$ cat src/design/dfs_pkg.sv
// Package: shared types, constants and sequencer states for the depth-first search block
package dfs_pkg;
  localparam int MaxVertices = 64;
  localparam int RowWidth = 64;

  localparam logic CmdLoad = 1'b0;
  localparam logic CmdRun = 1'b1;

  typedef struct packed {
    logic        cmd;
    logic [5:0]  row_index;
    logic [63:0] row_bits;
  } in_item_t;

  typedef struct packed {
    logic [5:0] vertex;
    logic [7:0] discover_time;
    logic [7:0] finish_time;
    logic       last;
  } out_item_t;

  typedef enum logic [3:0] {
    ST_IDLE,
    ST_ROOT,
    ST_TOP_RD,
    ST_ROW_RD,
    ST_SCAN,
    ST_EMIT_RD,
    ST_EMIT
  } state_t;
endpackage

$ cat src/design/dfs_adj_mem.sv
// Adjacency matrix memory: one row per vertex, synchronous read
module dfs_adj_mem
  import dfs_pkg::*;
#(
  parameter int MAX_VERTICES = MaxVertices,
  localparam int AW = (MAX_VERTICES > 1) ? $clog2(MAX_VERTICES) : 1
) (
  input  logic                clk,
  input  logic                we,
  input  logic [AW-1:0]       waddr,
  input  logic [RowWidth-1:0] wdata,
  input  logic [AW-1:0]       raddr,
  output logic [RowWidth-1:0] rdata
);
  logic [RowWidth-1:0] mem [MAX_VERTICES];

  always_ff @(posedge clk) begin
    if (we) begin
      mem[waddr] <= wdata;
    end
    rdata <= mem[raddr];
  end
endmodule

$ cat config.mk
export PLATFORM = sky130hd
export DESIGN_NAME = dfs_adj_mem
export DESIGN_NICKNAME = d
export VERILOG_FILES = /design/src/design/dfs_pkg.sv /design/src/design/dfs_adj_mem.sv
export SDC_FILE = /design/constraint.sdc
export NUM_CORES = 2
export LEC_CHECK = 0
export ABC_AREA = 0
export BUFFER_PORTS_ARGS = -buffer_cell sky130_fd_sc_hd__buf_2
export CAP_MARGIN = 20
export CORE_MARGIN = 8
export CORE_UTILIZATION = 63
export DETAILED_ROUTE_END_ITERATION = 8
export PLACE_DENSITY = 0.79
export SLEW_MARGIN = 10
export SYNTH_ARGS = -nofsm -noshare
export SYNTH_HDL_FRONTEND = slang
export SYNTH_SLANG_ARGS = --single-unit
export TNS_END_PERCENT = 5
$ cat constraint.sdc
create_clock -name clk -period 10.5 [get_ports clk]
set_clock_uncertainty 0.15 [all_clocks]
set_input_delay 3.15 -clock clk [delete_from_list [all_inputs] [get_ports clk]]
set_output_delay 3.15 -clock clk [all_outputs]
set_load 0.02 [all_outputs]
==> run summary <==
relative slew slack = 2.82%
CP max FO = 67
grt ovf = 0
full die area = 0.264 mm^2
most numerous cell in the Yosys netlist = edfxtp_1
ys flop type = edfxtp_1
Antenna Nets Post-Route = 0
number of synthesized flops with an enable pin = 4096
first-pass GRT wire length = 628000 um
clock-pin transition on the worst setup and hold timing paths = 60 ps
status = finished, final reports clean
Initial Util = 63.1%
drc violations = 0
Final Hold Slack = 756 ps
final setup vio count = 0
# clock sinks = 4160
R2R Setup Slk = 7940 ps
Routed WL per cell = 42.7 um
Syn Std Cell Area = 0.156 mm^2
HPWL after detailed placement = 218000 um
Ports = 142
Clock Latency Late Sink = 1020 ps
nets@finish = 7054
vias in the first global route = 81639
routed vias/inst = 7.50
Post-CTS Hold Buffers = 0
post-layout min period = 6070 ps
Avg Cell Area, Syn = 23.7 um^2
# rows = 183
final hold violations = 0
clock buffer depth = 4
power density cells = 197 mW/mm^2
Synth-to-Final Area Change = 11.9%
Clock Power Share = 41.5%
clock buffer count from CTS = 405
DRT iter0 DRCs = 14685
Filler cells = 13125
max_cap viols = 0
Worst IR Drop VDD = 0.000286 V
Setup TNS = 0 ps
Synth area leader = edfxtp_1
core area = 0.248 mm^2
CP endpoint kind = register
largest net degree at the start of global routing = 131
FFs w/ async S/R, synth = 0%
root buffer cell = clkbuf_16
Via Count = 79872
pin slew with the least headroom to its limit = 1460 ps
NetSw = 7.35 mW
post-CTS sizing = 0
Sequential Power Share = 53.7%
share of layout cells above drive strength 1 = 27.8%
Hold Path Depth = 4
Combinational Power Share = 4.8%
Die Span Y = 514 um
sequential share of the synthesized area = 79.5%
reg2reg path depth = 4
1st-pass router iterations = 8
GPL Wtd Cong = 0.814
Pint = 27.1 mW
H-Tree Depth = 5
Max Clk Rate = 165 MHz
Die X = 514 um
Yosys top cell area share = 78.7%
# Post-CTS Setup Buffers = 0
startpoint types = primary input
Arr. time, crit path = 6800 ps
most frequent cells after synthesis = edfxtp_1, mux4_2, buf_2, a22oi_1, clkbuf_1
Pleak = 54.7 nW
TritonCTS clock tree = built
Seq cells post-synth = 4160
Distinct cells, synth = 33
IO Port Bufs = 141
max-slew violations = 0
Tcrit/Tclk final = 57.8%
Warnings, synthesis = 0
drt total wl = 454000 um
antenna violations before repair = 38
syn nets = 6676
WS Path Type = primary input to register
Total GRT Usage = 34.0%
HP Class = register to register
WP data required = 11230 ps
Cells after Synth = 6598
sw frac = 21.4%
synth top area cells = edfxtp_1, mux4_2, mux2i_1
RSZ-0062 raised after global routing = no
==> layer usage <==
metal / wire length, um / GRT usage (%) / vias to the layer above / part of all wire, %
met5: 222 / 0 / - / 0.049
li1: - / - / 29222 / -
met2: 213000 / 52.6 / 8013 / 47
met4: 31000 / 19.2 / 18 / 6.8
met1: 141000 / 43.4 / 41048 / 31
met3: 68900 / 10.8 / 1571 / 15
==> cells by family (layout without fill, tap and decap cells) <==
kind of cell,count (synthesis),in the layout,share of synthesized area (%)
other,0,31,0
buffers and inverters,389,1085,1.18
AOI/OAI and AO/OA,504,504,2.48
muxes,1159,1159,15.6
DFF,4160,4160,79.5
and+or+nand+nor,386,386,1.24
==> final cells by class <==
type	instances	area, um^2	area share (%)
flip-flops and latches	4160	124000	71.0
multi-input cells	2049	30800	17.6
clock buffers	522	10800	6.19
well taps	3330	4170	2.38
repair buffers	341	2940	1.68
clock inverters	203	1900	1.08
diodes	31	77.6	0.0443
inverters	19	71.3	0.0407
==> final timing paths <==
kind,to,startpoint
setup / recovery,rdata[32]$_DFF_P_,raddr[2]
hold / removal,rdata[34]$_DFF_P_,mem[52][34]$_DFFE_PP_
setup reg to reg,rdata[13]$_DFF_P_,mem[38][13]$_DFFE_PP_
hold reg to reg,rdata[34]$_DFF_P_,mem[52][34]$_DFFE_PP_
==> state kept, by name (all words and copies together), names as in the netlist <==
register and count:
mem 4096, rdata 64
==> power by group through the flow <==
stage / logic [mW] / registers, mW / clock network, mW
finish: 1.65 / 18.5 / 14.3
global route: 1.70 / 18.5 / 14.9
CTS: 1.61 / 18.5 / 14.3
detailed placement: 1.57 / 18.8 / 0
global placement: 1.52 / 18.8 / 0
floorplan: 0.856 / 18.8 / 0
==> worst max-delay path: stages <==
cell,delay (ps)
buf_8,520
buf_4,900
nand2_1,1030
o221ai_1,650
o22ai_1,170
and3_1,200
==> cell usage in the layout, fill, tap and decap left out, types with 63 or more instances in the layout <==
cell type / count
edfxtp_1: 4096
mux4_2: 1024
clkbuf_16: 407
a22oi_1: 168
buf_4: 149
buf_2: 138
mux2i_1: 135
clkbuf_1: 94
a22o_1: 88
o22ai_1: 83
clkinv_1: 77
clkinv_2: 68
nor2_4: 65
and3_1: 64
dfxtp_1: 64
a211oi_1: 63
==> stage by stage <==
step	util, %	cells	total power, mW	instance area (um^2)	setup slack, ps
after floorplan	-	6598	19.7	156000	1760
after global placement	65.2	9870	20.3	162000	3550
after detailed placement	65.3	9876	20.4	162000	3450
after CTS	70.4	10601	34.4	174000	4440
after global routing	70.6	10635	35.1	175000	4450
final	70.6	10655	34.4	175000	4430
Note: power is estimated with default switching activity, not from simulation.
