## config.mk

```make
export PLATFORM = sky130hd
export DESIGN_NAME = dfs_stamp_mem
export DESIGN_NICKNAME = d
export VERILOG_FILES = /design/src/design/dfs_pkg.sv /design/src/design/dfs_stamp_mem.sv
export SDC_FILE = /design/constraint.sdc
export NUM_CORES = 1
export LEC_CHECK = 0
export ABC_AREA = 1
export BUFFER_PORTS_ARGS = -buffer_cell sky130_fd_sc_hd__buf_2
export CORE_MARGIN = 4
export CORE_UTILIZATION = 50
export CTS_BUF_LIST = sky130_fd_sc_hd__clkbuf_4
export DETAILED_ROUTE_END_ITERATION = 16
export PLACE_DENSITY = 0.65
export SYNTH_ARGS = -nofsm -noshare
export SYNTH_HDL_FRONTEND = slang
export SYNTH_SLANG_ARGS = --single-unit
```

## constraint.sdc

```tcl
create_clock -name clk -period 2.7 [get_ports clk]
set_input_delay 0.27 -clock clk [delete_from_list [all_inputs] [get_ports clk]]
set_output_delay 0.27 -clock clk [all_outputs]
set_load 0.02 [all_outputs]
```

## src/design/dfs_pkg.sv

```systemverilog
// Package: shared types, constants and sequencer states for the depth-first search block
package dfs_pkg;
  localparam int MaxVertices = 64;
  localparam int RowWidth = 64;

  localparam logic CmdLoad = 1'b0;
  localparam logic CmdRun = 1'b1;

  typedef struct packed {
    logic        cmd;
    logic [5:0]  row_index;
    logic [63:0] row_bits;
  } in_item_t;

  typedef struct packed {
    logic [5:0] vertex;
    logic [7:0] discover_time;
    logic [7:0] finish_time;
    logic       last;
  } out_item_t;

  typedef enum logic [3:0] {
    ST_IDLE,
    ST_ROOT,
    ST_TOP_RD,
    ST_ROW_RD,
    ST_SCAN,
    ST_EMIT_RD,
    ST_EMIT
  } state_t;
endpackage

```

## src/design/dfs_stamp_mem.sv

```systemverilog
// Stamp memory: discovery and finish times per vertex, two write ports by field, one read
module dfs_stamp_mem
  import dfs_pkg::*;
#(
  parameter int MAX_VERTICES = MaxVertices,
  localparam int AW = (MAX_VERTICES > 1) ? $clog2(MAX_VERTICES) : 1
) (
  input  logic          clk,
  input  logic          we_d,
  input  logic          we_f,
  input  logic [AW-1:0] waddr,
  input  logic [7:0]    wdata,
  input  logic [AW-1:0] raddr,
  output logic [7:0]    rdata_d,
  output logic [7:0]    rdata_f
);
  logic [7:0] dmem [MAX_VERTICES];
  logic [7:0] fmem [MAX_VERTICES];

  always_ff @(posedge clk) begin
    if (we_d) begin
      dmem[waddr] <= wdata;
    end
    if (we_f) begin
      fmem[waddr] <= wdata;
    end
    rdata_d <= dmem[raddr];
    rdata_f <= fmem[raddr];
  end
endmodule

```

==> results of run 1 <==
## layer usage
layer	global-route usage	up-vias	wire length [um]	share of wire
li1	-	13600	-	-
met1	0.348	14200	47000	0.41
met2	0.393	1446	53700	0.47
met3	0.0723	203	11900	0.10
met4	0.0816	2	2700	0.023
met5	0	-	13	0.00011
## report_power, final
| group | switching [W] | leakage [nW] | internal, W | total (W) |
|---|---|---|---|---|
| Clock | 0.00619 | 2.00 | 0.00700 | 0.0132 |
| Sequential | 0.0000587 | 9.35 | 0.0179 | 0.0179 |
| Combinational | 0.00175 | 6.73 | 0.000647 | 0.00239 |
## stage by stage
step,TNS [ns],std cells
after floorplan,0,3616
after global placement,0,4769
after detailed placement,0,4769
after CTS,0,5267
after global routing,0,5274
final,-0.00704,5276
## cells in the final DEF, fill, tap and decap left out, drive strengths merged
cell,synthesis,final
nand2,1305,1305
edfxtp,1024,1024
nand3,872,872
clkbuf,40,413
buf,205,263
nor3,116,116
clkinv,0,46
dlygate4sd3,0,36
inv,18,23
nor2,18,18
dfxtp,16,16
diode,0,7
nand3b,2,2
bufinv,0,1
## cell type report
type                       count  area, sq um  area share
sequential                  1040        31100       0.639
multi-input combinational   2313         9930       0.204
clock buffer                 410         3080      0.0633
timing repair buffer         302         2790      0.0574
tap                         1134         1420      0.0292
clock inverter                52          233     0.00479
inverter                      18         93.8     0.00193
antenna                        7         17.5    0.000360
## synth_stat cells
master / instances
edfxtp_1: 1024
inv_1: 7
nand3_1: 872
dfxtp_1: 16
buf_8: 2
buf_4: 11
nand2_1: 1305
nand3b_1: 2
inv_8: 1
nor2_1: 18
buf_6: 72
inv_2: 10
buf_2: 94
nor3_1: 116
clkbuf_1: 40
buf_1: 26
## cells by family after synthesis
group                  count (synthesis)  share of synthesized area
AND/OR/NAND/NOR                     2313                      0.232
flip-flops                          1040                      0.727
buffers and inverters                263                     0.0402
## timing repair
item / in CTS / in global routing
resized for setup: 0 / 2
endpoints found under the setup margin: 0 / 1
hold endpoints to repair: 1578 / 0
hold buffers: 36 / 0
## worst min-delay path by stage
stage                        from                    end  slack (ns)  depth (start not counted)
3_5_place_dp   rdata_f[1]$_DFF_P_             rdata_f[1]        0.72                          1
5_1_grt                  raddr[5]     rdata_f[5]$_DFF_P_        0.12                          4
6_report                 wdata[3]  fmem[49][3]$_DFFE_PP_        0.18                          2
4_1_cts                  wdata[3]  fmem[49][3]$_DFFE_PP_        0.08                          2
2_1_floorplan            wdata[0]   dmem[0][0]$_DFFE_PP_        0.37                          0
3_3_place_gp   rdata_d[3]$_DFF_P_             rdata_d[3]        0.73                          1
## state kept, by name (all words and copies together), names as in the netlist
name,flops
rdata_d,8
rdata_f,8
dmem,512
fmem,512
==> results.yml, run 1 <==
outcome:
  status: "finished with violations"
  violations: "negative setup slack"
setup_path:
  rrSetupSlack_ns: 0.27
  cpLargestDelayFamily: "buffers and inverters"
  r2r-end: "rdata_d[5]$_DFF_P_"
  crit_top_cell: "nand3_1"
  crit_arrival_ns: 3.75
  startpoint_type: "input pin"
  path_class: "in -> reg"
  path_cells: "dlygate4sd3_1, clkbuf_8, inv_8, buf_16, nand3_1, nand3_1, nand2_1, nand2_1, nand3_1, nand3_1, dlygate4sd3_1, nand2_1, dlygate4sd3_1"
  crit_path_end_kind: "flip-flop"
  worstSetupEndpoint: "rdata_d[5]$_DFF_P_"
  r2r-start: "dmem[51][5]$_DFFE_PP_"
  path_buf_inv: 6
  crit_start: "raddr[1]"
  path_depth: 13
  r2r_cells: 10
  cp_slowest_stage_delay_ns: 0.55
  crit_path_top_delay_cell: "dlygate4sd3_1"
  path_max_fanout: 41
  required_ns: 3.74
layout:
  drive_gt1_frac: 0.169
  nFillCells: 6929
  final_area_sq_um: 48600
  area_delta_synth_final_pct: 13.9
  final_util: 0.577
  fin_nets: 3982
sta:
  whs_ns: 0.176
  worst_pin_slew_ns: 1.22
  finalMaxSlewViolations: 0
  period_minus_slack_ns: 2.71
  worst_slack_ns: -0.00704
  max_freq_mhz: 369
  hold_viol: 0
  period_share: 1.00
  rsz0062_at_grt: "false"
  relSlewSlack: 0.183
  clock_skew_ns: 0.0834
  setup_viol: 1
drt:
  wirelength_um: 115000
  dr.first_iter.drc_count: 3148
  drcViolationCount: 0
  ant_nets: 0
  viasPerCell: 5.59
  routedWlPerCell_um: 21.9
  via_count: 29500
  drt_first_pass_iters: 6
placed_design:
  io_buffer_count: 38
  dp_slack_ns: 0.378
  place_area_sq_um: 44900
  dp_hpwl_um: 67600
  gp_congestion: 0.853
yosys:
  synthCells: 3616
  synth_top_area_frac: 0.720
  synth_seq_area_share: 0.727
  syn_area_sq_um: 42700
  ys_top_cells_by_area: "edfxtp_1, nand2_1, nand3_1, buf_6, nor3_1"
  yosysTopAreaCell: "edfxtp_1"
  syn_nets: 3639
  ys_ff_latch: 1040
  yosysWarnings: 0
  syn_area_per_cell_sq_um: 11.8
  synthDistinctLibCells: 16
floorplanning:
  die_y_um: 300
  die_x_um: 300
  fp-row-count: 106
  num_io_pins: 39
  start_util: 0.507
  dieArea_sq_um: 90200
  core-area_sq_um: 84200
power:
  peakVddDrop_mv: 0.417
  power.total_w: 0.0335
  p_per_area_nw_per_um2: 689
  leakage_nw: 18.1
clock_network:
  clockRootBuffer: "clkbuf_4"
  cts_tree: "built"
  htreeDepth: 5
  clock_path_buffers: 4
  cts_setup_buffers: 0
  clk_pin_slew_ns: 0.07
  numCtsBuffers: 284
  cts_sinks: 1040
  clk_latency_ns: 1.15
global_route:
  grt_first_pass_wirelength_um: 172000
  grt_max_degree: 129
  antenna_found_initial: 5
  grt_pass1_vias: 28400
  grt_use_total: 0.253
  overflow: 0
hold_path:
  hp-class: "in -> reg"
run:
  drv_cap: 0
Note: power is estimated with default switching activity, not from simulation.
==> run 2: changes to the inputs <==
--- a/config.mk
+++ b/config.mk
@@ -9,7 +9,6 @@
 export BUFFER_PORTS_ARGS = -buffer_cell sky130_fd_sc_hd__buf_2
 export CORE_MARGIN = 4
 export CORE_UTILIZATION = 50
-export CTS_BUF_LIST = sky130_fd_sc_hd__clkbuf_4
 export DETAILED_ROUTE_END_ITERATION = 16
 export PLACE_DENSITY = 0.65
 export SYNTH_ARGS = -nofsm -noshare
==> run 2 against run 1 <==
- the flow now finishes without violations
- cell area down 0.58%
- flip-flop and latch count is the same
- sequential power about the same
- core utilization shrank 0.34 points
- critical endpoint is now rdata_d[0]$_DFF_P_
- sequential share of layout area increased by 0.38 points
==> results.yml, run 2 (synthesis gave the netlist of run 1 again) <==
sta:
  clock_skew_ns: 0.0152
  setup_tns_ns: 0
  setup_viol: 0
  worst_slack_ns: 1.00
  period_share: 0.628
  max_freq_mhz: 589
  relSlewSlack: 0.207
  finalMaxSlewViolations: 0
  rsz0062_at_grt: "false"
  period_minus_slack_ns: 1.70
  hold_viol: 0
  worst_pin_slew_ns: 1.18
power:
  power_switching_w: 0.00783
  pwr-share-clk: 0.420
  swShare: 0.224
  p_seq_frac: 0.514
  combPwrFrac: 0.067
  p_int_w: 0.0271
  power.total_w: 0.0349
  peakVddDrop_mv: 0.472
  p_per_area_nw_per_um2: 722
  leakage_nw: 17.6
clock_network:
  clock_path_buffers: 3
  numCtsBuffers: 104
  cts_tree: "built"
  cts_sinks: 1040
  clk_pin_slew_ns: 0.07
  cts_setup_buffers: 0
  cts_resized: 0
  hold_buffers: 0
  clk_latency_ns: 0.66
  clockRootBuffer: "clkbuf_16"
  htreeDepth: 3
setup_path:
  r2r-end: "rdata_f[1]$_DFF_P_"
  crit_path_top_delay_cell: "buf_12"
  cpLargestDelayFamily: "simple AND/OR/NAND/NOR gates"
  required_ns: 3.24
  cp_slowest_stage_delay_ns: 0.40
  path_buf_inv: 3
  crit_path_end_kind: "flip-flop"
  path_cells: "clkbuf_8, inv_8, buf_12, nand3_1, nand3_1, nand2_1, nand2_1, nand3_1, nand3_1, nand2_1"
  crit_top_cell: "nand3_1"
  path_class: "in -> reg"
  r2r-start: "fmem[35][1]$_DFFE_PP_"
  startpoint_type: "input pin"
  rrSetupSlack_ns: 1.20
  path_max_fanout: 79
  r2r_cells: 8
  crit_arrival_ns: 2.24
drt:
  routedWlPerCell_um: 22.8
  drcViolationCount: 0
  drt_first_pass_iters: 6
  via_count: 28400
  viasPerCell: 5.71
  wirelength_um: 113000
  ant_nets: 0
  dr.first_iter.drc_count: 3288
layout:
  drive_gt1_frac: 0.113
  reg_top3: "dmem: 512 flops, fmem: 512 flops"
  area_delta_synth_final_pct: 13.2
  mostFrequentLayoutCells: "nand2_1, edfxtp_1, nand3_1"
  mostFrequentLayoutCell: "nand2_1"
  fin_nets: 3764
  fin_cells: 4966
global_route:
  antenna_found_initial: 3
  overflow: 0
  grt_pass1_vias: 26700
  grt_use_total: 0.248
  grt_first_pass_wirelength_um: 169000
  grt_max_degree: 129
outcome:
  status: "finished, final reports clean"
floorplanning:
  die_x_um: 300
  start_util: 0.507
  dieArea_sq_um: 90200
  fp-row-count: 106
  die_y_um: 300
  num_io_pins: 39
  core-area_sq_um: 84200
hold_path:
  hp-start: "raddr[5]"
  hp-class: "in -> reg"
  min_path_cells: 3
  hold-path-endpoint: "rdata_f[0]$_DFF_P_"
placed_design:
  gp_congestion: 0.853
  dp_slack_ns: 0.378
  dp_cells: 4769
  io_buffer_count: 38
  dp_hpwl_um: 67600
run:
  drv_cap: 0
==> run 2: how the worst max path moves through the flow <==
stage | startpoint | to | slack [ns] | cells past startpoint
after global placement | raddr[0] | rdata_d[3]$_DFF_P_ | 0.40 | 11
final | raddr[1] | rdata_d[0]$_DFF_P_ | 1.00 | 10
after global routing | raddr[1] | rdata_d[3]$_DFF_P_ | 0.93 | 10
after CTS | rdata_f[7]$_DFF_P_ | rdata_f[7] | 1.06 | 1
after detailed placement | raddr[1] | rdata_d[3]$_DFF_P_ | 0.38 | 10
after floorplan | waddr[3] | dmem[27][0]$_DFFE_PP_ | 0.74 | 4
==> run 2: final cells by class <==
class | count | area (sq um)
Multi-Input combinational cell | 2313 | 9930
Timing Repair Buffer | 264 | 2370
Clock inverter | 68 | 703
Tap cell | 1134 | 1420
Sequential cell | 1040 | 31100
Fill cell | 6810 | 35900
Clock buffer | 127 | 2760
Antenna cell | 2 | 5.00
Inverter | 18 | 93.8
==> run 2: worst register-to-register path, stage by stage, from the launching register on <==
cell and delay, ns:
edfxtp_1 0.37, nand2_1 0.07, nand3_1 0.09, nand3_1 0.16, nand2_1 0.20, nand2_1 0.12, nand3_1 0.09, nand3_1 0.21
nand2_1 0.10
==> run 2: routing by layer <==
layer  share of wire  vias up  track usage
met2            0.47     1331        0.391
met3           0.095      173       0.0486
met1            0.41    13800        0.355
met5         0.00048        -            0
met4           0.023        2       0.0680
li1                -    13000            -
==> run 2: stage by stage <==
stage | instance area [sq um] | util | hold slack (ns)
3_5_place_dp | 44900 | 0.533 | 0.723
3_3_place_gp | 44900 | 0.533 | 0.727
5_1_grt | 48300 | 0.574 | 0.0829
4_1_cts | 48300 | 0.574 | 0.0426
6_report | 48300 | 0.574 | 0.0848
2_1_floorplan | 42700 | - | 0.369
==> run 2: power groups by stage <==
| stage | clock [W] | sequential [W] | combinational (W) |
|---|---|---|---|
| 2_1_floorplan | 0 | 0.0183 | 0.00126 |
| 3_3_place_gp | 0 | 0.0183 | 0.00228 |
| 3_5_place_dp | 0 | 0.0183 | 0.00230 |
| 4_1_cts | 0.0148 | 0.0179 | 0.00231 |
| 5_1_grt | 0.0155 | 0.0179 | 0.00251 |
| 6_report | 0.0146 | 0.0179 | 0.00232 |
